File: config.mk
export PLATFORM = sky130hd
export DESIGN_NAME = byte_stuffed_frame_receiver
export DESIGN_NICKNAME = d
export VERILOG_FILES = /design/src/hw/rtl/bsfr_pkg.sv /design/src/hw/rtl/byte_stuffed_frame_receiver.sv /design/src/hw/rtl/bsfr_front.sv /design/src/hw/rtl/bsfr_queue.sv /design/src/hw/rtl/bsfr_back.sv
export SDC_FILE = /design/constraint.sdc
export NUM_CORES = 1
export LEC_CHECK = 0
export BUFFER_PORTS_ARGS = -buffer_cell sky130_fd_sc_hd__buf_4
export CAP_MARGIN = 20
export CORE_UTILIZATION = 40
export CTS_BUF_LIST = sky130_fd_sc_hd__clkbuf_8
export CTS_CLUSTER_DIAMETER = 150
export DETAILED_ROUTE_END_ITERATION = 7
export PLACE_DENSITY_LB_ADDON = 0.15
export SLEW_MARGIN = 20
export SYNTH_ARGS = -nofsm -noshare
export SYNTH_HDL_FRONTEND = slang
export SYNTH_HIERARCHICAL = 1
export SYNTH_SLANG_ARGS = --single-unit
export TNS_END_PERCENT = 20
File: constraint.sdc
create_clock -name clk -period 4.33 [get_ports clk]
set_clock_uncertainty 0.15 [all_clocks]
set_input_delay 0.433 -clock clk [delete_from_list [all_inputs] [get_ports clk]]
set_output_delay 0.433 -clock clk [all_outputs]
set_load 0.02 [all_outputs]
File: src/hw/rtl/bsfr_pkg.sv
// Shared types and constants for the byte-stuffed frame receiver.
`timescale 1ns / 1ps

package bsfr_pkg;

    localparam logic [7:0] START_CODE = 8'h56;
    localparam logic [7:0] END_CODE   = 8'h9E;
    localparam logic [7:0] ESC_CODE   = 8'hCC;
    localparam logic [7:0] ESC_START  = ~START_CODE;
    localparam logic [7:0] ESC_END    = ~END_CODE;
    localparam logic [7:0] ESC_ESC    = ~ESC_CODE;

    localparam int unsigned MIN_DECODED = 3;
    localparam int unsigned LEN_W       = 10;
    localparam int unsigned TICK_W      = 16;
    localparam logic [TICK_W-1:0] TIMEOUT_RESET = 16'd1000;

    typedef enum logic [1:0] {
        CMD_START = 2'd0,
        CMD_BYTE  = 2'd1,
        CMD_LINE  = 2'd2,
        CMD_TICK  = 2'd3
    } cmd_t;

    typedef enum logic [2:0] {
        ST_OK       = 3'd0,
        ST_SHORT    = 3'd1,
        ST_OVERFLOW = 3'd2,
        ST_BADESC   = 3'd3,
        ST_LINE     = 3'd4,
        ST_TIMEOUT  = 3'd5
    } status_t;

    typedef enum logic [2:0] {
        PH_IDLE  = 3'b001,
        PH_HUNT  = 3'b010,
        PH_FRAME = 3'b100
    } phase_t;

    // One classified transaction as it travels from front to back.
    typedef struct packed {
        cmd_t       cmd;
        logic [7:0] data;
        logic       is_start;
        logic       is_end;
        logic       is_esc;
        logic       esc_ok;
        logic [7:0] esc_val;
    } item_t;

    // Register addresses on the configuration port (word index bit).
    localparam logic REG_TIMEOUT = 1'b0;

endpackage

File: src/hw/rtl/byte_stuffed_frame_receiver.sv
// Top level of the byte-stuffed frame receiver: front, queue, back and register.
//
//  channel  direction  handshake            payload
//  in       in         in_valid / in_stall  cmd, rx_byte
//  out      out        out_valid/out_stall  payload_byte, is_report, frame_status,
//                                           payload_length, check_field
//  cfg      in         APB write/read       timeout_ticks at byte address 0
//
// One transaction per cycle sustained while out_stall is low; each input is
// held in the queue register and its result in the output register. The back-end
// state machine handles each queued transaction as it pops it. The queue absorbs
// input while the output register is stalled; in_stall rises only when the queue
// is full. rst_n clears all control state and loads timeout_ticks with 1000.
`timescale 1ns / 1ps

module byte_stuffed_frame_receiver
    import bsfr_pkg::*;
#(
    parameter int unsigned MAX_FRAME   = 1024,
    parameter int unsigned QUEUE_DEPTH = 4
)
(
    input  logic              clk,
    input  logic              rst_n,
    input  logic              in_valid,
    output logic              in_stall,
    input  logic [1:0]        cmd,
    input  logic [7:0]        rx_byte,
    output logic              out_valid,
    input  logic              out_stall,
    output logic [7:0]        payload_byte,
    output logic              is_report,
    output logic [2:0]        frame_status,
    output logic [LEN_W-1:0]  payload_length,
    output logic [15:0]       check_field,
    input  logic              psel,
    input  logic              penable,
    input  logic              pwrite,
    input  logic [2:0]        paddr,
    input  logic [31:0]       pwdata,
    output logic [31:0]       prdata,
    output logic              pready
);

    logic              q_full;
    logic              q_push;
    item_t             q_item;
    logic              q_pop;
    logic              q_not_empty;
    item_t             q_head;
    logic [TICK_W-1:0] timeout_reg;

    assign pready = 1'b1;
    assign prdata = (paddr[2] == REG_TIMEOUT) ? {16'b0, timeout_reg} : 32'b0;

    always_ff @(posedge clk or negedge rst_n)
    begin
        if (!rst_n)
        begin
            timeout_reg <= TIMEOUT_RESET;
        end
        else if (psel && penable && pwrite && paddr[2] == REG_TIMEOUT)
        begin
            timeout_reg <= pwdata[TICK_W-1:0];
        end
    end

    bsfr_front u_front (
        .in_valid (in_valid),
        .in_stall (in_stall),
        .cmd      (cmd),
        .rx_byte  (rx_byte),
        .q_full   (q_full),
        .q_push   (q_push),
        .q_item   (q_item)
    );

    bsfr_queue #(
        .DEPTH (QUEUE_DEPTH)
    ) u_queue (
        .clk       (clk),
        .rst_n     (rst_n),
        .push      (q_push),
        .push_item (q_item),
        .full      (q_full),
        .pop       (q_pop),
        .not_empty (q_not_empty),
        .head      (q_head)
    );

    bsfr_back #(
        .MAX_FRAME (MAX_FRAME)
    ) u_back (
        .clk            (clk),
        .rst_n          (rst_n),
        .q_not_empty    (q_not_empty),
        .q_head         (q_head),
        .q_pop          (q_pop),
        .timeout_ticks  (timeout_reg),
        .out_valid      (out_valid),
        .out_stall      (out_stall),
        .payload_byte   (payload_byte),
        .is_report      (is_report),
        .frame_status   (frame_status),
        .payload_length (payload_length),
        .check_field    (check_field)
    );

endmodule

File: src/hw/rtl/bsfr_front.sv
// Front end: accepts input transactions and classifies line bytes.
`timescale 1ns / 1ps

module bsfr_front
    import bsfr_pkg::*;
(
    input  logic       in_valid,
    output logic       in_stall,
    input  logic [1:0] cmd,
    input  logic [7:0] rx_byte,
    input  logic       q_full,
    output logic       q_push,
    output item_t      q_item
);

    assign in_stall = q_full;
    assign q_push   = in_valid && !q_full;

    always_comb
    begin
        q_item          = '0;
        q_item.cmd      = cmd_t'(cmd);
        q_item.data     = rx_byte;
        q_item.is_start = (rx_byte == START_CODE);
        q_item.is_end   = (rx_byte == END_CODE);
        q_item.is_esc   = (rx_byte == ESC_CODE);
        // decode the byte that would follow an escape
        q_item.esc_ok   = 1'b1;
        q_item.esc_val  = rx_byte;
        unique case (rx_byte)
            ESC_START: q_item.esc_val = START_CODE;
            ESC_END:   q_item.esc_val = END_CODE;
            ESC_ESC:   q_item.esc_val = ESC_CODE;
            default:   q_item.esc_ok  = 1'b0;
        endcase
    end

endmodule

File: src/hw/rtl/bsfr_queue.sv
// Short FIFO of classified transactions between front and back.
`timescale 1ns / 1ps

module bsfr_queue
    import bsfr_pkg::*;
#(
    parameter int unsigned DEPTH = 4
)
(
    input  logic  clk,
    input  logic  rst_n,
    input  logic  push,
    input  item_t push_item,
    output logic  full,
    input  logic  pop,
    output logic  not_empty,
    output item_t head
);

    localparam int unsigned PW = (DEPTH > 1) ? $clog2(DEPTH) : 1;
    localparam int unsigned CW = $clog2(DEPTH + 1);
    localparam logic [PW-1:0] LAST = PW'(DEPTH - 1);

    item_t           entry_reg [DEPTH];
    logic [PW-1:0]   wr_ptr_reg, wr_ptr_next;
    logic [PW-1:0]   rd_ptr_reg, rd_ptr_next;
    logic [CW-1:0]   fill_reg, fill_next;

    assign full      = (fill_reg == CW'(DEPTH));
    assign not_empty = (fill_reg != '0);
    assign head      = entry_reg[rd_ptr_reg];

    always_comb
    begin
        wr_ptr_next = wr_ptr_reg;
        rd_ptr_next = rd_ptr_reg;
        fill_next   = fill_reg;
        if (push)
        begin
            wr_ptr_next = (wr_ptr_reg == LAST) ? '0 : wr_ptr_reg + 1'b1;
        end
        if (pop)
        begin
            rd_ptr_next = (rd_ptr_reg == LAST) ? '0 : rd_ptr_reg + 1'b1;
        end
        case ({push, pop})
            2'b10:   fill_next = fill_reg + 1'b1;
            2'b01:   fill_next = fill_reg - 1'b1;
            default: fill_next = fill_reg;
        endcase
    end

    always_ff @(posedge clk or negedge rst_n)
    begin
        if (!rst_n)
        begin
            wr_ptr_reg <= '0;
            rd_ptr_reg <= '0;
            fill_reg   <= '0;
        end
        else
        begin
            wr_ptr_reg <= wr_ptr_next;
            rd_ptr_reg <= rd_ptr_next;
            fill_reg   <= fill_next;
        end
    end

    always_ff @(posedge clk)
    begin
        if (push)
        begin
            entry_reg[wr_ptr_reg] <= push_item;
        end
    end

endmodule

File: src/hw/rtl/bsfr_back.sv
// Back end: frame state machine, unescaping, byte delay and result register.
`timescale 1ns / 1ps

module bsfr_back
    import bsfr_pkg::*;
#(
    parameter int unsigned MAX_FRAME = 1024
)
(
    input  logic              clk,
    input  logic              rst_n,
    input  logic              q_not_empty,
    input  item_t             q_head,
    output logic              q_pop,
    input  logic [TICK_W-1:0] timeout_ticks,
    output logic              out_valid,
    input  logic              out_stall,
    output logic [7:0]        payload_byte,
    output logic              is_report,
    output logic [2:0]        frame_status,
    output logic [LEN_W-1:0]  payload_length,
    output logic [15:0]       check_field
);

    localparam int unsigned CW = $clog2(MAX_FRAME);

    phase_t             phase_reg, phase_next;
    logic               esc_reg, esc_next;
    logic [CW-1:0]      count_reg, count_next;
    logic [7:0]         older_reg, older_next;
    logic [7:0]         newer_reg, newer_next;
    logic [TICK_W-1:0]  ticks_reg, ticks_next;

    logic               out_valid_reg;
    logic [7:0]         byte_reg;
    logic               report_reg;
    status_t            status_reg;
    logic [LEN_W-1:0]   length_reg;
    logic [15:0]        check_reg;

    logic               emit;
    logic               rep;
    status_t            rep_status;
    logic [LEN_W-1:0]   rep_len;
    logic [15:0]        rep_check;
    logic [7:0]         emit_byte;
    logic               do_accept;
    logic [7:0]         acc_byte;
    logic [CW:0]        count_inc;
    logic [CW-1:0]      len_raw;
    logic [CW+LEN_W-1:0] len_wide;

    assign q_pop     = q_not_empty && (!out_valid_reg || !out_stall);
    assign count_inc = {1'b0, count_reg} + 1'b1;
    assign len_raw   = count_reg - CW'(2);
    assign len_wide  = {{LEN_W{1'b0}}, len_raw};

    always_comb
    begin
        phase_next = phase_reg;
        esc_next   = esc_reg;
        count_next = count_reg;
        older_next = older_reg;
        newer_next = newer_reg;
        ticks_next = ticks_reg;
        emit       = 1'b0;
        rep        = 1'b0;
        rep_status = ST_OK;
        rep_len    = '0;
        rep_check  = '0;
        emit_byte  = '0;
        do_accept  = 1'b0;
        acc_byte   = q_head.data;

        unique case (q_head.cmd)
            CMD_START:
            begin
                phase_next = PH_HUNT;
                esc_next   = 1'b0;
                count_next = '0;
                older_next = '0;
                newer_next = '0;
                ticks_next = timeout_ticks;
            end
            CMD_BYTE:
            begin
                if (phase_reg == PH_HUNT)
                begin
                    if (q_head.is_start)
                    begin
                        phase_next = PH_FRAME;
                        esc_next   = 1'b0;
                        count_next = '0;
                        older_next = '0;
                        newer_next = '0;
                    end
                end
                else if (phase_reg == PH_FRAME)
                begin
                    if (q_head.is_end)
                    begin
                        // an end code closes the frame even right after an escape
                        rep = 1'b1;
                        if (count_reg < CW'(MIN_DECODED))
                        begin
                            rep_status = ST_SHORT;
                        end
                        else
                        begin
                            rep_len   = len_wide[LEN_W-1:0];
                            rep_check = {newer_reg, older_reg};
                        end
                    end
                    else if (esc_reg)
                    begin
                        esc_next = 1'b0;
                        if (q_head.esc_ok)
                        begin
                            do_accept = 1'b1;
                            acc_byte  = q_head.esc_val;
                        end
                        else
                        begin
                            rep        = 1'b1;
                            rep_status = ST_BADESC;
                        end
                    end
                    else if (q_head.is_esc)
                    begin
                        esc_next = 1'b1;
                    end
                    else
                    begin
                        do_accept = 1'b1;
                    end
                end
            end
            CMD_LINE:
            begin
                if (phase_reg == PH_FRAME)
                begin
                    rep        = 1'b1;
                    rep_status = ST_LINE;
                end
            end
            CMD_TICK:
            begin
                if (phase_reg == PH_HUNT || phase_reg == PH_FRAME)
                begin
                    if (ticks_reg <= TICK_W'(1))
                    begin
                        ticks_next = '0;
                        rep        = 1'b1;
                        rep_status = ST_TIMEOUT;
                    end
                    else
                    begin
                        ticks_next = ticks_reg - 1'b1;
                    end
                end
            end
            default:
            begin
                phase_next = phase_reg;
            end
        endcase

        // shift the decoded byte through the two-byte hold
        if (do_accept)
        begin
            older_next = newer_reg;
            newer_next = acc_byte;
            count_next = count_inc[CW-1:0];
            if (count_inc >= (CW+1)'(MAX_FRAME))
            begin
                rep        = 1'b1;
                rep_status = ST_OVERFLOW;
            end
            else if (count_inc > (CW+1)'(2))
            begin
                emit      = 1'b1;
                emit_byte = older_reg;
            end
        end

        if (rep)
        begin
            emit       = 1'b1;
            emit_byte  = '0;
            phase_next = PH_IDLE;
            esc_next   = 1'b0;
        end
    end

    always_ff @(posedge clk or negedge rst_n)
    begin
        if (!rst_n)
        begin
            phase_reg     <= PH_IDLE;
            esc_reg       <= 1'b0;
            count_reg     <= '0;
            older_reg     <= '0;
            newer_reg     <= '0;
            ticks_reg     <= '0;
            out_valid_reg <= 1'b0;
        end
        else
        begin
            if (q_pop)
            begin
                phase_reg <= phase_next;
                esc_reg   <= esc_next;
                count_reg <= count_next;
                older_reg <= older_next;
                newer_reg <= newer_next;
                ticks_reg <= ticks_next;
            end
            if (q_pop && emit)
            begin
                out_valid_reg <= 1'b1;
            end
            else if (!out_stall)
            begin
                out_valid_reg <= 1'b0;
            end
        end
    end

    always_ff @(posedge clk)
    begin
        if (q_pop && emit)
        begin
            byte_reg   <= emit_byte;
            report_reg <= rep;
            status_reg <= rep_status;
            length_reg <= rep_len;
            check_reg  <= rep_check;
        end
    end

    assign out_valid      = out_valid_reg;
    assign payload_byte   = byte_reg;
    assign is_report      = report_reg;
    assign frame_status   = status_reg;
    assign payload_length = length_reg;
    assign check_field    = check_reg;

    a_report_ends_attempt: assert property (@(posedge clk) disable iff (!rst_n)
        q_pop && rep |=> phase_reg == PH_IDLE && !esc_reg)
        else $error("report did not return the receiver to idle");

    a_escape_only_in_frame: assert property (@(posedge clk) disable iff (!rst_n)
        esc_reg |-> phase_reg == PH_FRAME)
        else $error("escape pending outside a frame");

    a_payload_fields_clear: assert property (@(posedge clk) disable iff (!rst_n)
        out_valid_reg && !report_reg |->
            status_reg == ST_OK && length_reg == '0 && check_reg == '0)
        else $error("payload result carries report fields");

    a_error_report_clear: assert property (@(posedge clk) disable iff (!rst_n)
        out_valid_reg && report_reg && status_reg != ST_OK |->
            byte_reg == '0 && length_reg == '0 && check_reg == '0)
        else $error("error report carries length or check field");

    a_payload_needs_frame: assert property (@(posedge clk) disable iff (!rst_n)
        q_pop && emit && !rep |-> phase_reg == PH_FRAME)
        else $error("payload byte emitted outside a frame");

endmodule
After elaboration in Yosys (flattened, before gate mapping):

Memories as Yosys holds them, arrays and structs flattened.
Cells that the tools add are included.

* memories: 1
* output and inout port bits: 73
* input bits: 52
* logic and storage cells: 157
* bits in registers: 108
* bits in writable memories: 88

Memory list
* u_queue.entry_reg: words 4, bits a word 22, rd ports 1, clocked after Yosys merged registers in 0, write ports 1, RTL line bsfr_queue.sv:24 `item_t entry_reg [DEPTH];`

* equal/unequal tests: 25
* order comparisons: 4
* multiplexer cells: 74
* bitwise operators: 6
* add/subtract/negate cells: 7
* reductions and logical operators: 24

Operators with widths (count)
* two-way mux 8 bit: 10
* two-way mux 16 bit: 3
* two-way mux 3 bit: 12
* two-way mux 1 bit: 34
* case mux 16 bit (2 select lines): 1
* two-way mux 10 bit: 3
* equality test 8 bit (second input constant): 3
* case mux 8 bit (3 select lines): 1
* case mux 10 bit (2 select lines): 1
* equality test 8 x 7 -> 1 bit (second input constant): 2
* less-or-equal comparator 16 x 1 -> 1 bit (second input constant): 1
* case mux 8 bit (2 select lines): 1
* subtractor 16 x 1 -> 16 bit (second input constant): 1
* case mux 3 bit (2 select lines): 2
* adder 10 x 1 -> 11 bit (second input constant): 1
* >= comparator 11 bit (second input constant): 1
* > comparator 11 x 2 -> 1 bit (second input constant): 1
* equality test 2 bit (second input constant): 5
* < comparator 10 x 2 -> 1 bit (second input constant): 1
* subtractor 10 x 2 -> 10 bit (second input constant): 1
* case mux 3 bit (3 select lines): 1
* nonzero test 3 bit: 3
* equality test 8 x 6 -> 1 bit (second input constant): 1
* AND reduction 4 bit: 2
* 26 further kinds: 48

Longest topological paths before layout:

An unclocked memory read counts as a cell.

* depth in word-level cells: 12
* gate-level depth with buffers: 11

Hierarchy:

Netlist, hierarchy kept.

By module, submodules not included
* bsfr_back: area each 4389.2 um2, cells each 417, times used 1
* bsfr_queue: area each 3622.2 um2, cells each 150, times used 1
* byte_stuffed_frame_receiver: area each 907.1 um2, cells each 70, times used 1
* bsfr_front: area each 452.9 um2, cells each 66, times used 1

Least setup slack after synthesis:

OpenSTA, ideal clock, no wires.

* path type: register to register
* start point: reg u_queue.rd_ptr_reg[0]
* end point: reg u_back.check_reg[0], in the netlist u_back/check_field[0], enable pin
* path slack: 0.588 ns
* buffers on the path: 5
* cell stages (with the launch flop): 11
* arrival time: 3.195 ns
* data required time: 3.782 ns
* cells stage by stage: dfrtp_1 -> buf_6 -> buf_12 -> mux4_2 -> clkbuf_1 -> or3b_1 -> buf_2 -> a21oi_1 -> or3_1 -> buf_2 -> o21a_1

RTL lines
* start: declaration: RTL line bsfr_queue.sv:26 `logic [PW-1:0] rd_ptr_reg, rd_ptr_next;`
* start signal: assignment: RTL line bsfr_queue.sv:64 `rd_ptr_reg <= rd_ptr_next;`
* end signal: assignment: RTL line bsfr_back.sv:237 `check_reg <= rep_check;`
* end: declaration: RTL line bsfr_back.sv:39 `logic [15:0] check_reg;`

==> results.json <==
{
  "outcome": "finished clean",
  "power-per-cell-area_nw_per_um2": 567.7,
  "ys_seq_area_share_pct": 59.16,
  "cts_buffer_depth": 2,
  "use_met1_pct": 22.91,
  "vias": 5852,
  "regArea_um2": 5544,
  "multi_input_area_um2": 3339,
  "grt-ovfl-total": 0,
  "cp_slowest_cell": "mux4_1",
  "clk_latency_ns": 0.46,
  "hold_viol_final": 0,
  "drive_gt1_share_pct": 25.03,
  "synth_cell_types": 79,
  "max_slew_margin_pct": 37.68,
  "cts_tree": "done",
  "finalSetupViolations": 0,
  "min_path_type": "in -> reg",
  "ant_nets": 0,
  "crit_type": "reg -> reg",
  "drv_cap": 0,
  "first_pass_iters": 5,
  "areaGrowthSynthToFinish_pct": 12.75,
  "layout.nets": 838,
  "nFillCells": 2015,
  "cts-htree-levels": 4,
  "synth_area_um2": 9371,
  "clockRootBuffer": "clkbuf_8",
  "ios": 125,
  "die_area_um2": 24050,
  "tns_ns": 0,
  "layout_commonest_cell": "edfxtp_1",
  "die_h_um": 155.1,
  "dp_hpwl_um": 12460,
  "drv_slew": 0,
  "gp_congestion": 0.8407,
  "final_cell_mix": "edfxtp_1, buf_4, dfrtp_1",
  "synth_edf_count": 126,
  "syn_inst": 703,
  "routed_via_density": 5.320,
  "path_buf_inv": 2,
  "start_util_pct": 41.14,
  "grt-busiest-layer": "met2",
  "period_share_pct": 79.08,
  "core_area_um2": 22780,
  "period_needed_ns": 3.424,
  "largest_reg_flops": 88,
  "setup_slack_ns": 0.9058,
  "dpl_worst_slack_ns": 0.8865,
  "path_max_fanout": 37,
  "io_buffer_count": 89,
  "synth_flop_cell": "edfxtp_1",
  "cts_sinks": 196,
  "drt_iter0_drc": 390,
  "clock.fmax_mhz": 292.0,
  "floorplan.rows": 55,
  "cts_buffers": 17,
  "wl_per_cell_um": 17.27,
  "grtUsageMet2_pct": 26.77,
  "cp.required_ns": 4.28,
  "antenna_cells": 0,
  "rsz0062_at_grt": "false",
  "drc": 0,
  "path_delay_family": "buffers and inverters",
  "first_global_vias": 5775,
  "grt_pass1_wl_um": 30740,
  "synth_area_per_cell_um2": 13.33,
  "met3_usage_pct": 2.507,
  "arrival_ns": 3.38,
  "async_reset_ff_share_pct": 35.71,
  "clk_pin_slew_worst_paths_ns": 0.10,
  "path_cells": "buf_4, mux4_1, nand2b_1, and3_1, and3_1, o31a_1, o21a_1, buf_4",
  "tightest_slew_ns": 0.9348,
  "drt_wl_total_um": 18990,
  "synth_seq_cells": 196,
  "worst_setup_path_start_kind": "flip-flop",
  "ir_drop_mv": 0.2219,
  "end_kind": "flip-flop",
  "yosysWarningCount": 6,
  "grt_max_degree": 71,
  "cpPeakStageDelay_ns": 0.65,
  "antenna_found_initial": 0,
  "die_w_um": 155.1,
  "leakagePower_nw": 4.228,
  "grt_util_all_layers_pct": 16.57
}
[final cells by class]
type / count / share of cell area, %
Sequential cell: 196 / 52.47
Timing Repair Buffer: 104 / 7.436
Multi-Input combinational cell: 423 / 31.60
Clock buffer: 17 / 2.214
Clock inverter: 15 / 1.433
Inverter: 32 / 1.137
Tap cell: 313 / 3.706
[cell usage after synthesis (all sizes together), types with 9 or more instances]
cell type | instances | area [µm²]
a22o | 9 | 78.83
nor4 | 10 | 62.56
and3 | 23 | 143.9
ha | 11 | 137.6
nor2 | 26 | 97.59
a21oi | 26 | 133.9
mux2i | 9 | 90.09
clkbuf | 22 | 82.58
edfxtp | 126 | 3784
nor3 | 16 | 91.34
mux2 | 20 | 262.8
dfrtp | 63 | 1577
and2 | 15 | 93.84
nand2 | 31 | 118.9
nor2b | 14 | 87.58
inv | 31 | 116.4
nand3 | 14 | 70.07
o22ai | 14 | 87.58
o21ai | 10 | 50.04
a32oi | 10 | 87.58
mux4 | 22 | 510.5
buf | 45 | 356.6
[cell families (layout without fill, tap and decap cells)]
group	count (synthesis)	in the layout	synth area share, %
flip-flops	196	196	59.16
other	2	17	0.08014
AND/OR/NAND/NOR	202	202	12.75
multiplexers	51	51	9.212
AO/OA/AOI/OAI	128	128	9.933
buffers and inverters	99	168	5.968
adder cells (fa/ha/maj)	12	12	1.682
XOR/XNOR	13	13	1.215
[power by group]
part	switching, mW	leakage, nW	internal [mW]
combinational	1.31	2.01	0.906
sequential	0.201	2.04	2.44
clock	0.672	0.184	0.471
[layer usage]
metal	wire length, µm	vias up	share of wire [%]
met5	0	-	0
met4	284	0	1.5
met3	885	19	4.7
met2	9111	154	48
met1	8712	2912	46
li1	-	2767	-
[per-stage QoR]
stage / area (µm²) / util [%] / cells / power (mW) / hold slack [ns]
final: 10570 / 46.39 / 1100 / 5.998 / 0.04059
after global routing: 10570 / 46.39 / 1100 / 6.388 / 0.01143
after CTS: 10560 / 46.36 / 1100 / 6.059 / 0.005771
after detailed placement: 10150 / 44.58 / 1066 / 4.895 / 0.3453
after global placement: 10150 / 44.58 / 1066 / 4.807 / 0.3156
after floorplan: 9428 / - / 718 / 4.310 / -0.01259
[final timing paths]
path / start / end / slack (ns) / depth (start not counted)
setup / recovery: u_queue/rd_ptr_reg[0]$_DFFE_PN0P_ / u_back/check_field[13]$_SDFFCE_PP0P_ / 0.91 / 8
hold / removal: cmd[1] / u_queue/entry_reg[3][21]$_DFFE_PP_ / 0.04 / 1
setup reg to reg: u_queue/rd_ptr_reg[0]$_DFFE_PN0P_ / u_back/check_field[13]$_SDFFCE_PP0P_ / 0.91 / 8
hold reg to reg: u_queue/fill_reg[2]$_DFFE_PN0P_ / u_queue/fill_reg[2]$_DFFE_PN0P_ / 0.36 / 1
max in group asynchronous: rst_n / u_back/ticks_reg[0]$_DFFE_PN0P_ / 2.91 / 2
min in group asynchronous: rst_n / u_back/esc_reg$_DFFE_PN0P_ / 0.47 / 2
[timing repair]
item,in CTS,in global routing
buffers inserted,0,0
endpoints found under the hold margin,67,0
resized for setup,0,0
hold buffers,2,0
[worst register-to-register path: stages (launching register included)]
cell and delay (ns):
dfrtp_1 0.41, buf_4 0.24, mux4_1 0.65, nand2b_1 0.18, and3_1 0.23, and3_1 0.21
o31a_1 0.37, o21a_1 0.19, buf_4 0.42
No activity file was read; power rests on OpenSTA's default activity.
